## src/hdl/ptws_pkg.sv

```systemverilog
`timescale 1ns / 1ps
// ptws_pkg: shared types, constants and helpers of the procedural wall texel sampler
package ptws_pkg;

  localparam logic [2:0] KIND_FLOOR  = 3'd0;
  localparam logic [2:0] KIND_BURROW = 3'd1;
  localparam logic [2:0] KIND_PANTRY = 3'd2;
  localparam logic [2:0] KIND_CELLAR = 3'd3;
  localparam logic [2:0] KIND_BASKET = 3'd4;

  localparam int PIPE_LAT = 8;

  localparam logic [31:0] HASH_MUL_X = 32'h9e3779b9;
  localparam logic [31:0] HASH_MUL_Y = 32'h85ebca6b;
  localparam logic [31:0] HASH_MUL_A = 32'h7feb352d;
  localparam logic [31:0] HASH_MUL_B = 32'h846ca68b;

  localparam logic [31:0] SEED_EARTH = 32'h19a7c35d;
  localparam logic [31:0] SEED_GROUT = 32'h48f1a2c3;
  localparam logic [31:0] SEED_TILE  = 32'hb5297a4d;
  localparam logic [31:0] SEED_BRICK = 32'h6d2b79f5;
  localparam logic [31:0] SEED_GRAIN = 32'h27d4eb2f;
  localparam logic [31:0] SEED_WEAVE = 32'ha24baed4;

  localparam logic [7:0] DIV12_MUL   = 8'd171;
  localparam int         DIV12_SHIFT = 11;
  localparam logic [6:0] DIV3_MUL    = 7'd43;
  localparam int         DIV3_SHIFT  = 7;

  typedef logic signed [10:0] chan_t;

  typedef struct packed {
    logic [7:0] r;
    logic [7:0] g;
    logic [7:0] b;
  } rgb_t;

  localparam rgb_t RGB_FLOOR  = '{r: 8'd70,  g: 8'd52,  b: 8'd38};
  localparam rgb_t RGB_BURROW = '{r: 8'd112, g: 8'd72,  b: 8'd44};
  localparam rgb_t RGB_PANTRY = '{r: 8'd196, g: 8'd184, b: 8'd148};
  localparam rgb_t RGB_CELLAR = '{r: 8'd88,  g: 8'd96,  b: 8'd104};
  localparam rgb_t RGB_BASKET = '{r: 8'd164, g: 8'd112, b: 8'd52};
  localparam rgb_t RGB_BAD    = '{r: 8'd255, g: 8'd0,   b: 8'd255};

  localparam chan_t WEAVE_PROFILE [4] = '{-11'sd18, 11'sd18, 11'sd9, -11'sd11};

  typedef struct packed {
    logic       valid;
    logic [2:0] kind;
    logic       en;
  } ctl_t;

  typedef struct packed {
    logic       grout;
    logic       edge_hl;
    logic       mortar;
    logic       over;
    logic [1:0] pos;
  } pat_t;

  function automatic logic [31:0] mod_inv(input logic [31:0] d);
    logic [31:0] x;
    x = d;
    for (int i = 0; i < 5; i++) begin
      x = x * (32'd2 - d * x);
    end
    return x;
  endfunction

  localparam logic [23:0] INV53 = 24'(mod_inv(32'd53));
  localparam logic [23:0] LIM53 = 24'((2 ** 24 - 1) / 53);
  localparam logic [15:0] INV79 = 16'(mod_inv(32'd79));
  localparam logic [15:0] LIM79 = 16'((2 ** 16 - 1) / 79);

  function automatic logic signed [7:0] div3(input logic signed [7:0] a);
    logic [7:0]  mag;
    logic [14:0] prod;
    logic [7:0]  q;
    mag  = a[7] ? 8'(-a) : 8'(a);
    prod = 15'(mag) * 15'(DIV3_MUL);
    q    = 8'(prod >> DIV3_SHIFT);
    return a[7] ? 8'(-q) : q;
  endfunction

  function automatic logic [7:0] clamp8(input chan_t v);
    logic [7:0] c;
    if (v < 11'sd0) begin
      c = 8'd0;
    end else if (v > 11'sd255) begin
      c = 8'd255;
    end else begin
      c = v[7:0];
    end
    return c;
  endfunction

endpackage

```

## src/hdl/procedural_wall_texel_sampler.sv

```systemverilog
`timescale 1ns / 1ps
// procedural_wall_texel_sampler: top level of the procedural wall texel sampler
//
//   channel  handshake              payload
//   input    start, busy            in_tile_kind, in_tex_x, in_tex_y
//   result   out_valid (strobe)     out_red, out_green, out_blue
//   config   cfg_valid, cfg_ready   cfg_patterns_enabled
//
// One texel per clock; each beat's result strobes out_valid as it leaves the pipeline.
// Stages: two wrap stages, one geometry stage, three hash stages (two chained
// 32x32 multiplies), two shading stages.
// Synchronous reset flushes all valid bits and clears patterns_enabled; busy
// stays high for the first cycle after reset and low from then on.
// No stalls on either side: results are never held off.
module procedural_wall_texel_sampler
  import ptws_pkg::*;
#(
  parameter int TEX_SIZE = 64
) (
  input  logic               clk,
  input  logic               rst_n,
  input  logic               start,
  output logic               busy,
  input  logic [2:0]         in_tile_kind,
  input  logic signed [15:0] in_tex_x,
  input  logic signed [15:0] in_tex_y,
  output logic               out_valid,
  output logic [7:0]         out_red,
  output logic [7:0]         out_green,
  output logic [7:0]         out_blue,
  input  logic               cfg_valid,
  output logic               cfg_ready,
  input  logic               cfg_patterns_enabled
);

  localparam int CW = $clog2(TEX_SIZE);
  localparam int HW = CW + 1;

  logic          busy_r, en_r;
  ctl_t          in_ctl, wrap_ctl, geo_ctl;
  logic [CW-1:0] wx, wy;
  pat_t          geo_pat;
  logic [HW-1:0] ha_x, ha_y, hb_x, hb_y;
  logic [31:0]   ha_seed, na, nb;
  ctl_t          dly_ctl_r [3];
  pat_t          dly_pat_r [3];

  always_ff @(posedge clk) begin
    if (!rst_n) begin
      busy_r <= 1'b1;
      en_r   <= 1'b0;
    end else begin
      busy_r <= 1'b0;
      if (cfg_valid && cfg_ready) begin
        en_r <= cfg_patterns_enabled;
      end
    end
  end

  assign busy      = busy_r;
  assign cfg_ready = ~busy_r;

  always_comb begin
    in_ctl.valid = start && !busy_r;
    in_ctl.kind  = in_tile_kind;
    in_ctl.en    = en_r;
  end

  ptws_wrap #(.TEX_SIZE(TEX_SIZE)) u_wrap (
    .clk     (clk),
    .rst_n   (rst_n),
    .in_ctl  (in_ctl),
    .in_x    (in_tex_x),
    .in_y    (in_tex_y),
    .out_ctl (wrap_ctl),
    .out_x   (wx),
    .out_y   (wy)
  );

  ptws_geom #(.TEX_SIZE(TEX_SIZE)) u_geom (
    .clk     (clk),
    .rst_n   (rst_n),
    .in_ctl  (wrap_ctl),
    .in_x    (wx),
    .in_y    (wy),
    .out_ctl (geo_ctl),
    .out_pat (geo_pat),
    .ha_x    (ha_x),
    .ha_y    (ha_y),
    .ha_seed (ha_seed),
    .hb_x    (hb_x),
    .hb_y    (hb_y)
  );

  ptws_hash #(.IN_W(HW)) u_hash_a (
    .clk  (clk),
    .hx   (ha_x),
    .hy   (ha_y),
    .seed (ha_seed),
    .h    (na)
  );

  ptws_hash #(.IN_W(HW)) u_hash_b (
    .clk  (clk),
    .hx   (hb_x),
    .hy   (hb_y),
    .seed (SEED_GRAIN),
    .h    (nb)
  );

  // hold control and pattern bits alongside the hash stages
  always_ff @(posedge clk) begin
    if (!rst_n) begin
      for (int i = 0; i < 3; i++) begin
        dly_ctl_r[i].valid <= 1'b0;
      end
    end else begin
      dly_ctl_r[0] <= geo_ctl;
      dly_ctl_r[1] <= dly_ctl_r[0];
      dly_ctl_r[2] <= dly_ctl_r[1];
    end
  end

  always_ff @(posedge clk) begin
    dly_pat_r[0] <= geo_pat;
    dly_pat_r[1] <= dly_pat_r[0];
    dly_pat_r[2] <= dly_pat_r[1];
  end

  ptws_shade u_shade (
    .clk       (clk),
    .rst_n     (rst_n),
    .in_ctl    (dly_ctl_r[2]),
    .in_pat    (dly_pat_r[2]),
    .na        (na),
    .nb        (nb),
    .out_valid (out_valid),
    .out_red   (out_red),
    .out_green (out_green),
    .out_blue  (out_blue)
  );

endmodule

```

## src/hdl/ptws_wrap.sv

```systemverilog
`timescale 1ns / 1ps
// ptws_wrap: two-stage wrap of both signed coordinates into 0..TEX_SIZE-1
module ptws_wrap
  import ptws_pkg::*;
#(
  parameter int TEX_SIZE = 64
) (
  input  logic                         clk,
  input  logic                         rst_n,
  input  ctl_t                         in_ctl,
  input  logic signed [15:0]           in_x,
  input  logic signed [15:0]           in_y,
  output ctl_t                         out_ctl,
  output logic [$clog2(TEX_SIZE)-1:0]  out_x,
  output logic [$clog2(TEX_SIZE)-1:0]  out_y
);

  localparam int CW   = $clog2(TEX_SIZE);
  localparam int BIAS = TEX_SIZE * ((32768 + TEX_SIZE - 1) / TEX_SIZE);
  localparam int UW   = $clog2(32768 + BIAS);
  localparam int RW   = 33 - CW;
  localparam int PW   = UW + RW;
  localparam int QW   = PW - 32;
  localparam logic [RW-1:0] RECIP =
    RW'(((64'd1 << 32) + 64'(TEX_SIZE - 1)) / 64'(TEX_SIZE));

  logic [UW-1:0] ux_nxt, uy_nxt, ux_r, uy_r;
  logic [PW-1:0] px, py;
  logic [QW-1:0] qx_nxt, qy_nxt, qx_r, qy_r;
  logic [UW-1:0] rx, ry;
  logic [CW-1:0] wx_nxt, wy_nxt, wx_r, wy_r;
  ctl_t          c1_r, c2_r;

  always_comb begin
    ux_nxt = UW'(int'(in_x) + BIAS);
    uy_nxt = UW'(int'(in_y) + BIAS);
    px     = PW'(ux_nxt) * PW'(RECIP);
    py     = PW'(uy_nxt) * PW'(RECIP);
    qx_nxt = px[PW-1:32];
    qy_nxt = py[PW-1:32];
  end

  always_comb begin
    rx     = ux_r - UW'(UW'(qx_r) * UW'(TEX_SIZE));
    ry     = uy_r - UW'(UW'(qy_r) * UW'(TEX_SIZE));
    wx_nxt = rx[CW-1:0];
    wy_nxt = ry[CW-1:0];
  end

  always_ff @(posedge clk) begin
    if (!rst_n) begin
      c1_r.valid <= 1'b0;
      c2_r.valid <= 1'b0;
    end else begin
      c1_r <= in_ctl;
      c2_r <= c1_r;
    end
  end

  always_ff @(posedge clk) begin
    ux_r <= ux_nxt;
    uy_r <= uy_nxt;
    qx_r <= qx_nxt;
    qy_r <= qy_nxt;
    wx_r <= wx_nxt;
    wy_r <= wy_nxt;
  end

  assign out_ctl = c2_r;
  assign out_x   = wx_r;
  assign out_y   = wy_r;

endmodule

```

## src/hdl/ptws_geom.sv

```systemverilog
`timescale 1ns / 1ps
// ptws_geom: pattern geometry and hash operand selection for each wall kind
module ptws_geom
  import ptws_pkg::*;
#(
  parameter int TEX_SIZE = 64
) (
  input  logic                        clk,
  input  logic                        rst_n,
  input  ctl_t                        in_ctl,
  input  logic [$clog2(TEX_SIZE)-1:0] in_x,
  input  logic [$clog2(TEX_SIZE)-1:0] in_y,
  output ctl_t                        out_ctl,
  output pat_t                        out_pat,
  output logic [$clog2(TEX_SIZE):0]   ha_x,
  output logic [$clog2(TEX_SIZE):0]   ha_y,
  output logic [31:0]                 ha_seed,
  output logic [$clog2(TEX_SIZE):0]   hb_x,
  output logic [$clog2(TEX_SIZE):0]   hb_y
);

  localparam int CW = $clog2(TEX_SIZE);
  localparam int HW = CW + 1;

  logic [CW+7:0] rprod;
  logic [CW-4:0] row;
  logic [CW-1:0] yr;
  logic [HW-1:0] xo, col;
  pat_t          pat_nxt, pat_r;
  logic [HW-1:0] hax_nxt, hay_nxt, hax_r, hay_r, hbx_r, hby_r;
  logic [31:0]   seed_nxt, seed_r;
  ctl_t          ctl_r;

  always_comb begin
    rprod = (CW + 8)'(in_y) * (CW + 8)'(DIV12_MUL);
    row   = rprod[CW+7:DIV12_SHIFT];
    yr    = in_y - CW'({row, 3'b000}) - CW'({row, 2'b00});
    xo    = HW'(in_x) + (row[0] ? HW'(8) : HW'(0));
    col   = xo >> 4;

    pat_nxt.grout   = (in_x[3:1] == 3'd0) || (in_y[3:1] == 3'd0);
    pat_nxt.edge_hl = (in_x[3:0] == 4'd2) || (in_y[3:0] == 4'd2);
    pat_nxt.mortar  = (xo[3:1] == 3'd0) || (yr < CW'(2));
    pat_nxt.over    = ~(in_x[2] ^ in_y[2]);
    pat_nxt.pos     = pat_nxt.over ? in_x[1:0] : in_y[1:0];

    case (in_ctl.kind)
      KIND_BURROW: begin
        hax_nxt  = HW'(in_x);
        hay_nxt  = HW'(in_y);
        seed_nxt = SEED_EARTH;
      end
      KIND_PANTRY: begin
        if (pat_nxt.grout) begin
          hax_nxt  = HW'(in_x);
          hay_nxt  = HW'(in_y);
          seed_nxt = SEED_GROUT;
        end else begin
          hax_nxt  = HW'(in_x >> 4);
          hay_nxt  = HW'(in_y >> 4);
          seed_nxt = SEED_TILE;
        end
      end
      KIND_CELLAR: begin
        hax_nxt  = col;
        hay_nxt  = HW'(row);
        seed_nxt = SEED_BRICK;
      end
      KIND_BASKET: begin
        hax_nxt  = HW'(in_x);
        hay_nxt  = HW'(in_y);
        seed_nxt = SEED_WEAVE;
      end
      default: begin
        hax_nxt  = HW'(in_x);
        hay_nxt  = HW'(in_y);
        seed_nxt = SEED_EARTH;
      end
    endcase
  end

  always_ff @(posedge clk) begin
    if (!rst_n) begin
      ctl_r.valid <= 1'b0;
    end else begin
      ctl_r <= in_ctl;
    end
  end

  always_ff @(posedge clk) begin
    pat_r  <= pat_nxt;
    hax_r  <= hax_nxt;
    hay_r  <= hay_nxt;
    seed_r <= seed_nxt;
    hbx_r  <= HW'(in_x);
    hby_r  <= HW'(in_y);
  end

  assign out_ctl = ctl_r;
  assign out_pat = pat_r;
  assign ha_x    = hax_r;
  assign ha_y    = hay_r;
  assign ha_seed = seed_r;
  assign hb_x    = hbx_r;
  assign hb_y    = hby_r;

endmodule

```

## src/hdl/ptws_hash.sv

```systemverilog
`timescale 1ns / 1ps
// ptws_hash: three-stage pipelined 32-bit coordinate hash
module ptws_hash
  import ptws_pkg::*;
#(
  parameter int IN_W = 7
) (
  input  logic            clk,
  input  logic [IN_W-1:0] hx,
  input  logic [IN_W-1:0] hy,
  input  logic [31:0]     seed,
  output logic [31:0]     h
);

  logic [31:0] mx, my, t1, t2;
  logic [31:0] h1_nxt, h2_nxt, h3_nxt;
  logic [31:0] h1_r, h2_r, h3_r;

  always_comb begin
    mx     = 32'(hx) * HASH_MUL_X;
    my     = 32'(hy) * HASH_MUL_Y;
    t1     = mx ^ my ^ seed;
    h1_nxt = t1 ^ (t1 >> 16);
    h2_nxt = h1_r * HASH_MUL_A;
    t2     = h2_r ^ (h2_r >> 15);
    h3_nxt = t2 * HASH_MUL_B;
  end

  always_ff @(posedge clk) begin
    h1_r <= h1_nxt;
    h2_r <= h2_nxt;
    h3_r <= h3_nxt;
  end

  assign h = h3_r ^ (h3_r >> 16);

endmodule

```

## src/hdl/ptws_shade.sv

```systemverilog
`timescale 1ns / 1ps
// ptws_shade: two-stage color build, speck test, fallback select and clamp
module ptws_shade
  import ptws_pkg::*;
(
  input  logic        clk,
  input  logic        rst_n,
  input  ctl_t        in_ctl,
  input  pat_t        in_pat,
  input  logic [31:0] na,
  input  logic [31:0] nb,
  output logic        out_valid,
  output logic [7:0]  out_red,
  output logic [7:0]  out_green,
  output logic [7:0]  out_blue
);

  chan_t       ev, gv, tv, ee, tone, bg, bs, wl;
  logic [23:0] m53;
  logic [15:0] m79;
  chan_t       r_nxt, g_nxt, b_nxt, r7_r, g7_r, b7_r;
  logic        dark_nxt, light_nxt, dark7_r, light7_r;
  ctl_t        ctl7_r;
  chan_t       ar, ag, ab;
  rgb_t        shaded, rgb_nxt, rgb_r;
  logic        valid_r;

  always_comb begin
    ev   = $signed({6'd0, na[4:0]}) - 11'sd15;
    gv   = $signed({8'd0, na[2:0]});
    tv   = $signed({7'd0, na[3:0]}) - 11'sd7;
    ee   = in_pat.edge_hl ? 11'sd9 : 11'sd0;
    tone = $signed({6'd0, na[4:0]}) - 11'sd15;
    bg   = $signed({8'd0, nb[2:0]}) - 11'sd3;
    bs   = tone + bg;
    wl   = WEAVE_PROFILE[in_pat.pos] + $signed({8'd0, na[2:0]}) - 11'sd3
           - (in_pat.over ? 11'sd0 : 11'sd8);
    m53  = 24'(na[31:8] * INV53);
    m79  = 16'(na[31:16] * INV79);

    case (in_ctl.kind)
      KIND_BURROW: begin
        r_nxt = 11'sd112 + ev;
        g_nxt = 11'sd70 + chan_t'(div3(8'(ev <<< 1)));
        b_nxt = 11'sd40 + chan_t'(div3(8'(ev)));
      end
      KIND_PANTRY: begin
        if (in_pat.grout) begin
          r_nxt = 11'sd101 + gv;
          g_nxt = 11'sd108 + gv;
          b_nxt = 11'sd108 + gv;
        end else begin
          r_nxt = 11'sd207 + tv + ee;
          g_nxt = 11'sd201 + tv + ee;
          b_nxt = 11'sd169 + tv + ee;
        end
      end
      KIND_CELLAR: begin
        if (in_pat.mortar) begin
          r_nxt = 11'sd47;
          g_nxt = 11'sd52;
          b_nxt = 11'sd58;
        end else begin
          r_nxt = 11'sd94 + bs;
          g_nxt = 11'sd101 + bs;
          b_nxt = 11'sd108 + bs;
        end
      end
      KIND_BASKET: begin
        r_nxt = 11'sd174 + wl;
        g_nxt = 11'sd111 + chan_t'(div3(8'(wl <<< 1)));
        b_nxt = 11'sd47 + chan_t'(div3(8'(wl)));
      end
      default: begin
        r_nxt = 11'sd0;
        g_nxt = 11'sd0;
        b_nxt = 11'sd0;
      end
    endcase

    dark_nxt  = (in_ctl.kind == KIND_BURROW) && (m53 <= LIM53);
    light_nxt = (in_ctl.kind == KIND_BURROW) && !dark_nxt && (m79 <= LIM79);
  end

  always_comb begin
    ar = r7_r;
    ag = g7_r;
    ab = b7_r;
    if (dark7_r) begin
      ar = r7_r - 11'sd42;
      ag = g7_r - 11'sd32;
      ab = b7_r - 11'sd18;
    end else if (light7_r) begin
      ar = r7_r + 11'sd34;
      ag = g7_r + 11'sd26;
      ab = b7_r + 11'sd14;
    end
    shaded.r = clamp8(ar);
    shaded.g = clamp8(ag);
    shaded.b = clamp8(ab);

    case (ctl7_r.kind)
      KIND_FLOOR:  rgb_nxt = RGB_FLOOR;
      KIND_BURROW: rgb_nxt = ctl7_r.en ? shaded : RGB_BURROW;
      KIND_PANTRY: rgb_nxt = ctl7_r.en ? shaded : RGB_PANTRY;
      KIND_CELLAR: rgb_nxt = ctl7_r.en ? shaded : RGB_CELLAR;
      KIND_BASKET: rgb_nxt = ctl7_r.en ? shaded : RGB_BASKET;
      default:     rgb_nxt = RGB_BAD;
    endcase
  end

  always_ff @(posedge clk) begin
    if (!rst_n) begin
      ctl7_r.valid <= 1'b0;
      valid_r      <= 1'b0;
    end else begin
      ctl7_r  <= in_ctl;
      valid_r <= ctl7_r.valid;
      if (ctl7_r.valid) begin
        rgb_r <= rgb_nxt;
      end
    end
  end

  always_ff @(posedge clk) begin
    r7_r     <= r_nxt;
    g7_r     <= g_nxt;
    b7_r     <= b_nxt;
    dark7_r  <= dark_nxt;
    light7_r <= light_nxt;
  end

  assign out_valid = valid_r;
  assign out_red   = rgb_r.r;
  assign out_green = rgb_r.g;
  assign out_blue  = rgb_r.b;

endmodule

```

## config.mk

```make
export PLATFORM = sky130hd
export DESIGN_NAME = procedural_wall_texel_sampler
export DESIGN_NICKNAME = d
export VERILOG_FILES = /design/src/hdl/ptws_pkg.sv /design/src/hdl/procedural_wall_texel_sampler.sv /design/src/hdl/ptws_wrap.sv /design/src/hdl/ptws_geom.sv /design/src/hdl/ptws_hash.sv /design/src/hdl/ptws_shade.sv
export SDC_FILE = /design/constraint.sdc
export NUM_CORES = 2
export LEC_CHECK = 0
export BUFFER_PORTS_ARGS = -buffer_cell sky130_fd_sc_hd__buf_4
export CORE_MARGIN = 3
export CORE_UTILIZATION = 35
export CTS_BUF_LIST = sky130_fd_sc_hd__clkbuf_16
export DETAILED_ROUTE_END_ITERATION = 8
export GPL_TIMING_DRIVEN = 0
export HOLD_SLACK_MARGIN = 0.1
export PLACE_DENSITY = 0.61
export SLEW_MARGIN = 20
export SYNTH_ARGS = -nofsm -noshare
export SYNTH_HDL_FRONTEND = slang
export SYNTH_SLANG_ARGS = --single-unit
```

## constraint.sdc

```tcl
create_clock -name clk -period 10.3 [get_ports clk]
set_input_delay 1.03 -clock clk [delete_from_list [all_inputs] [get_ports clk]]
set_output_delay 1.03 -clock clk [all_outputs]
set_load 0.03 [all_outputs]
```

Yosys cells after proc, flatten, opt, wreduce, memory -nomap -nowiden
Memory sizes are Yosys's and may differ from the RTL's.
Cells that the tools add are included.
{"block": "word_totals", "ramBits": 33, "register_bits": 349, "memories": 2, "word_cells": 212}
{"name": "dly_pat_r", "depth": 3, "word_bits": 6, "read_ports": 3, "rd_clocked_by_memory_dff": 0, "write_ports": 3, "line": "procedural_wall_texel_sampler.sv:46", "text": "pat_t dly_pat_r [3];"}
{"name": "dly_ctl_r", "depth": 3, "word_bits": 5, "read_ports": 3, "rd_clocked_by_memory_dff": 0, "write_ports": 3, "line": "procedural_wall_texel_sampler.sv:45", "text": "ctl_t dly_ctl_r [3];"}
{"block": "op_classes", "multipliers": 15, "n_eq_ne": 13, "addsub": 45, "n_lt_le_gt_ge": 10, "reduce_logical": 15, "mux": 52, "bitwise_logic": 17}
{"op": "2-to-1 mux 11 bit", "count": 14}
{"op": "case mux 11 bit (4 select lines)", "count": 3}
{"op": "case mux 24 bit (5 select lines)", "count": 1}
{"op": "2-to-1 mux 8 bit", "count": 14}
{"op": "2-to-1 mux 24 bit", "count": 4}
{"op": "case mux 32 bit (3 select lines)", "count": 1}
{"op": "bitwise XOR 32 x 16 -> 32 bit", "count": 3}
{"op": "bitwise XOR 32 bit", "count": 3}
{"op": "multiplier 32 x 31 -> 32 bit, second input constant", "count": 2}
{"op": "multiplier 6 x 32 -> 32 bit, second input constant", "count": 2}
{"op": "multiplier 7 x 32 -> 32 bit, second input constant", "count": 2}
{"op": "bitwise XOR 32 x 17 -> 32 bit", "count": 2}
{"op": "multiplier 8 x 6 -> 14 bit, second input constant", "count": 4}
{"op": "adder 11 bit", "count": 4}
{"op": "adder 8 x 11 -> 11 bit, first input constant", "count": 4}
{"op": "adder 9 x 11 -> 11 bit, first input constant", "count": 4}
{"op": "> comparator 11 x 9 -> 1 bit, second input constant", "count": 3}
{"op": "< comparator 11 x 1 -> 1 bit, second input constant", "count": 3}
{"op": "multiplier 32 x 32 -> 19 bit, second input constant", "count": 1}
{"op": "multiplier 32 x 32 -> 32 bit, second input constant", "count": 1}
{"op": "2-to-1 mux 32 bit", "count": 1}
{"op": "negation 7 -> 8 bit", "count": 4}
{"op": "negation 8 bit", "count": 4}
{"op": "less-or-equal comparator 24 x 19 -> 1 bit, second input constant", "count": 1}
{"op": "other kinds (47)", "count": 82}

Longest topological paths before layout
An unclocked memory read counts as a cell.
{"block": "logic_depth", "depth_word": 15, "depth_mapped": 36}

Cells and area by module
Synthesis repeated with hierarchy kept, for this count alone.
{"block": "hier_totals", "hier_cells": 7564, "area_unflattened_um2": 73261.5}
{"module": "ptws_hash (u_hash_a)", "n_inst": 1, "area_per_inst_um2": 26167.6, "cells_per_inst": 2710, "seq_area_each_um2": 1921.8}
{"module": "ptws_hash (u_hash_b)", "n_inst": 1, "area_per_inst_um2": 25874.8, "cells_per_inst": 2605, "seq_area_each_um2": 1921.8}
{"module": "ptws_shade", "n_inst": 1, "area_per_inst_um2": 16872.4, "cells_per_inst": 1919, "seq_area_each_um2": 1561.5}
{"module": "ptws_geom", "n_inst": 1, "area_per_inst_um2": 2588.7, "cells_per_inst": 234, "seq_area_each_um2": 1161.1}
{"module": "procedural_wall_texel_sampler", "n_inst": 1, "area_per_inst_um2": 984.7, "cells_per_inst": 60, "seq_area_each_um2": 820.8}
{"module": "ptws_wrap", "n_inst": 1, "area_per_inst_um2": 773.2, "cells_per_inst": 36, "seq_area_each_um2": 760.7}

Worst setup path after synthesis
No wires, ideal clock.
{"block": "synth_path", "path_kind": "reg2reg", "startpoint": "reg u_hash_a.h3_r[16]", "endpoint": "reg u_shade.b7_r[8]", "stages_incl_launch_ff": 34, "setup_ns": 0.120, "slack_ns": 2.701, "required_time_ns": 10.180, "arrival_time_ns": 7.479, "cell_sequence": "dfxtp_1 > xnor2_1 > ha_1 > fa_1 > inv_1 > ha_1 > inv_1 > fa_1 > clkbuf_1 > nor2b_1 > nand2_1 > nor3b_1 > ha_1 > o21ai_0 > ha_1 > fa_1 > inv_1 > fa_1 > inv_1 > ha_1 > nand2_1 > a2bb2oi_1 > and2_1 > nand2_1 > ha_1 > nor4b_1 > o2111ai_1 > o211ai_1 > nor2_1 > xor2_1 > nand2_1 > a21o_1 > a32oi_2 > nand2_1"}
{"block": "synth_via", "elab_chain_len": 11, "elab_cells_between_ends": 25, "classes_between": "add/sub: 15; mul: 2; mux: 7; bitwise: 1"}
{"element": "start: declaration", "line": "ptws_hash.sv:17", "text": "logic [31:0] h1_r, h2_r, h3_r;"}
{"element": "start signal: assignment", "line": "ptws_hash.sv:32", "text": "h3_r <= h3_nxt;"}
{"element": "bitwise XOR 32 x 16 -> 32 bit (*)", "line": "ptws_hash.sv:35", "text": "assign h = h3_r ^ (h3_r >> 16);"}
{"element": "adder 11 x 4 -> 11 bit", "line": "ptws_shade.sv:36", "text": "wl = WEAVE_PROFILE[in_pat.pos] + $signed({8'd0, na[2:0]}) - 11'sd3"}
{"element": "subtractor 11 x 3 -> 11 bit", "line": "ptws_shade.sv:36"}
{"element": "subtractor 11 bit", "line": "ptws_shade.sv:37", "text": "- (in_pat.over ? 11'sd0 : 11'sd8);"}
{"element": "negation 8 bit", "line": "ptws_pkg.sv:79", "text": "mag = a[7] ? 8'(-a) : 8'(a);"}
{"element": "2-to-1 mux 8 bit", "line": "ptws_pkg.sv:79"}
{"element": "multiplier 8 x 6 -> 14 bit", "line": "ptws_pkg.sv:80", "text": "prod = 15'(mag) * 15'(DIV3_MUL);"}
{"element": "negation 7 -> 8 bit", "line": "ptws_pkg.sv:82", "text": "return a[7] ? 8'(-q) : q;"}
{"element": "2-to-1 mux 8 bit", "line": "ptws_pkg.sv:82"}
{"element": "adder 7 x 8 -> 9 bit", "line": "ptws_shade.sv:72", "text": "b_nxt = 11'sd47 + chan_t'(div3(8'(wl)));"}
{"element": "case mux 11 bit (4 select lines) (*)", "line": "ptws_shade.sv:41", "text": "case (in_ctl.kind)"}
{"element": "named net u_shade.b_nxt[8]", "line": "ptws_shade.sv:21", "text": "chan_t r_nxt, g_nxt, b_nxt, r7_r, g7_r, b7_r;"}
{"element": "end signal: assignment", "line": "ptws_shade.sv:128", "text": "b7_r <= b_nxt;"}
{"element": "end: declaration", "line": "ptws_shade.sv:21"}
Mark *: on every way through the listed nets, which the timed path passes. The rest lies on a longest branch.
A chain may end at the register's enable or synchronous reset.

Final worst setup path
{"block": "layout_path", "startpoint": "reg u_hash_a.h3_r[16]", "endpoint": "reg u_shade.b7_r[7]"}
Same word-level chain as after synthesis.

==> results.py <==
metrics = {
    "worst_setup_path": {
        "cp_slowest_cell": "dfxtp_1",
        "r2r-start": "u_hash_a.h3_r[16]",
        "crit_path_start": "u_hash_a.h3_r[16]",
        "path_class": "flop to flop",
        "critPathLaunchType": "flop",
        "crit_path_frequent_cell": "ha_1",
        "critPathArrivalTime_ps": 10110,
        "crit_required_ps": 10850,
        "crit_fanout": 11,
        "max_stage_delay_ps": 730,
        "end_kind": "flop",
    },
    "route": {
        "met3_length_um": 5110,
        "dr_wl_met2_um": 73700,
        "ant_nets": 0,
        "maxUsedRoutingLayer": "met4",
        "drcViolationCount": 0,
        "wire_per_inst_um": 16.9,
        "first_pass_iters": 7,
        "drtIter0Drc": 2305,
        "m1WireLength_um": 69300,
        "routed_wl_um": 154000,
        "num_vias": 43400,
        "viasPerCell": 4.78,
    },
    "clock_tree": {
        "cts_root_buf": "clkbuf_16",
        "cts_hold_buf": 0,
        "post_cts_resized": 0,
        "cts_setup_buffers": 0,
        "htreeDepth": 2,
        "cts_inserted_buffers": 41,
        "cts.path.max_buffers": 3,
        "clkSlewWorstSetupHoldPaths_ps": 60,
        "cts_tree": "done",
        "clk-insertion-delay-late_ps": 630,
        "clock-sinks": 353,
    },
    "layout": {
        "stdcell_count": 9084,
        "drive_gt1_frac": 0.0291,
        "syn_to_final_growth_pct": 7.42,
        "fin_nets": 8888,
    },
    "placement": {
        "dp_cells": 9009,
        "io_buffers": 46,
        "place_hpwl_um": 134000,
        "gp_congestion": 0.932,
    },
    "grt": {
        "grt_pass1_wl_um": 252000,
        "grt_antenna_before_repair": 1,
        "grt_usage": 0.169,
        "grt_pass1_vias": 46700,
        "grt_max_degree": 33,
        "overflow": 0,
    },
    "timing": {
        "finalSetupViolations": 0,
        "period_minus_slack_ps": 9560,
        "final_hold_viol_count": 0,
        "worst_slew_pin_slew_ps": 1170,
        "fmax_mhz": 105,
        "drv_slew": 0,
        "finClkSkew_ps": 31.6,
        "slew_headroom": 0.219,
        "fin_tns_setup_ps": 0,
        "fin_crit_sh": 0.929,
        "rsz0062_at_grt": "false",
    },
    "synth": {
        "synth-edff-count": 52,
        "synth_top_area_share": 0.281,
        "ys_seq_area_frac": 0.120,
        "syn_avg_cell_area_um2": 9.61,
        "synth_warnings": 0,
        "synth_flop_cell": "dfxtp_1",
        "syn-cell-area_um2": 63400,
        "yosysTopAreaCell": "fa_1",
        "yosysMostFrequentCell": "inv_1",
        "netlist_instances": 6599,
        "async_flop_share": 0,
        "synth.distinct_cells": 105,
        "synthTopCellsByArea": "fa_1 28%, ha_1 25%, inv_1 10%, dfxtp_1 9.5%, xnor2_1 6.7%",
        "ys_top_cells_by_count": "1723 x inv_1, 1261 x ha_1, 890 x fa_1, 486 x xnor2_1, 301 x dfxtp_1",
        "ys_ff_latch": 353,
    },
    "die": {
        "die_h_um": 432,
        "rows": 155,
        "initial_core_util": 0.354,
        "ios": 67,
        "die-area_um2": 186000,
        "die_w_um": 432,
        "coreArea_um2": 179000,
    },
    "hold_path": {
        "min_from": "u_geom.out_pat[1]",
        "hold_path_class": "flop to flop",
    },
    "outcome": {
        "status": "finished clean",
    },
    "run": {
        "cap_violations": 0,
    },
}
## state kept, by name, indices dropped and copies added (netlist names), 8 cells and up
| name | cells |
|---|---|
| dly_ctl_r | 15 |
| dly_pat_r | 18 |
| u_geom.ha_seed | 21 |
| u_hash_a.h1_r | 32 |
| u_hash_a.h2_r | 32 |
| u_hash_a.h3_r | 29 |
| u_hash_b.h1_r | 32 |
| u_hash_b.h2_r | 32 |
| u_shade.b7_r | 11 |
| u_shade.g7_r | 11 |
| u_shade.out_blue | 8 |
| u_shade.out_green | 8 |
| u_shade.out_red | 8 |
| u_shade.r7_r | 11 |
## worst max-delay path, delay by kind of cell (launching register included)
family / cells / cell delay [ps]
adder cells (fa/ha/maj): 9 / 3390
AO/OA/AOI/OAI: 8 / 1880
XOR/XNOR: 5 / 1530
AND/OR/NAND/NOR: 7 / 1450
flip-flops: 1 / 730
buffers and inverters: 4 / 510
## worst paths after layout
| path | end | slack, ps | cells after the start |
|---|---|---|---|
| max | u_shade.b7_r[7] | 740 | 33 |
| min | dly_pat_r[0][1] | 320 | 0 |
| max reg2reg | u_shade.b7_r[7] | 740 | 33 |
| min reg2reg | dly_pat_r[0][1] | 320 | 0 |
## per-layer routing
metal | vias up | global-route usage
met5 | - | 0
met4 | 0 | 0.0599
met3 | 217 | 0.0135
met2 | 845 | 0.291
met1 | 21300 | 0.223
li1 | 21100 | -
## final cells by class
type	instances	area (µm²)
buffer	55	211
inverter	1725	6470
tap	2355	2950
sequential	353	7590
antenna	1	2.50
clock inverter	32	259
multi-input combinational	4474	49200
timing repair buffer	47	360
fill	17900	111000
clock buffer	42	1050
## through the flow
step | utilization | hold slack [ps] | setup WS [ps] | instance area (µm²)
floorplan | - | 310 | 2700 | 63400
global placement | 0.372 | 313 | 856 | 66700
detailed placement | 0.373 | 312 | 686 | 66800
CTS | 0.380 | 323 | 660 | 68100
global route | 0.380 | 331 | 129 | 68100
finish | 0.380 | 323 | 736 | 68100
## cells in the final DEF (no fill, tap or decap), types with 23 or more instances in the layout
cell,Yosys,routed
inv_1,1723,1728
ha_1,1261,1261
fa_1,890,890
xnor2_1,486,486
dfxtp_1,301,301
a21oi_1,268,268
nor2_1,209,209
nand2_1,187,187
xor2_1,178,171
o21ai_0,161,161
a21o_1,118,118
nand3_1,63,63
nor3_1,58,58
edfxtp_1,52,52
clkbuf_1,48,48
buf_4,1,47
nor2b_1,45,45
clkbuf_16,0,42
o21a_1,40,40
nand2b_1,37,37
and2_1,35,35
o21bai_1,30,30
a31oi_1,25,25
and3_1,23,23
## cell families (layout without fill, tap and decap cells)
kind of cell               count (synthesis)  count (layout)  share of synthesized area
xor gates and xnor gates                 672             672                     0.0942
DFF                                      353             353                      0.120
other                                      2              11                   0.000118
adders and majority gates               2153            2153                      0.530
and+or+nand+nor                          758             758                     0.0582
AOI/OAI and AO/OA                        864             864                     0.0893
buffers and inverters                   1780            1901                      0.105
muxes                                     17              17                    0.00314
Power is not shown: default switching activity piles up to over one toggle a cycle in this logic, so the estimate is an artifact.
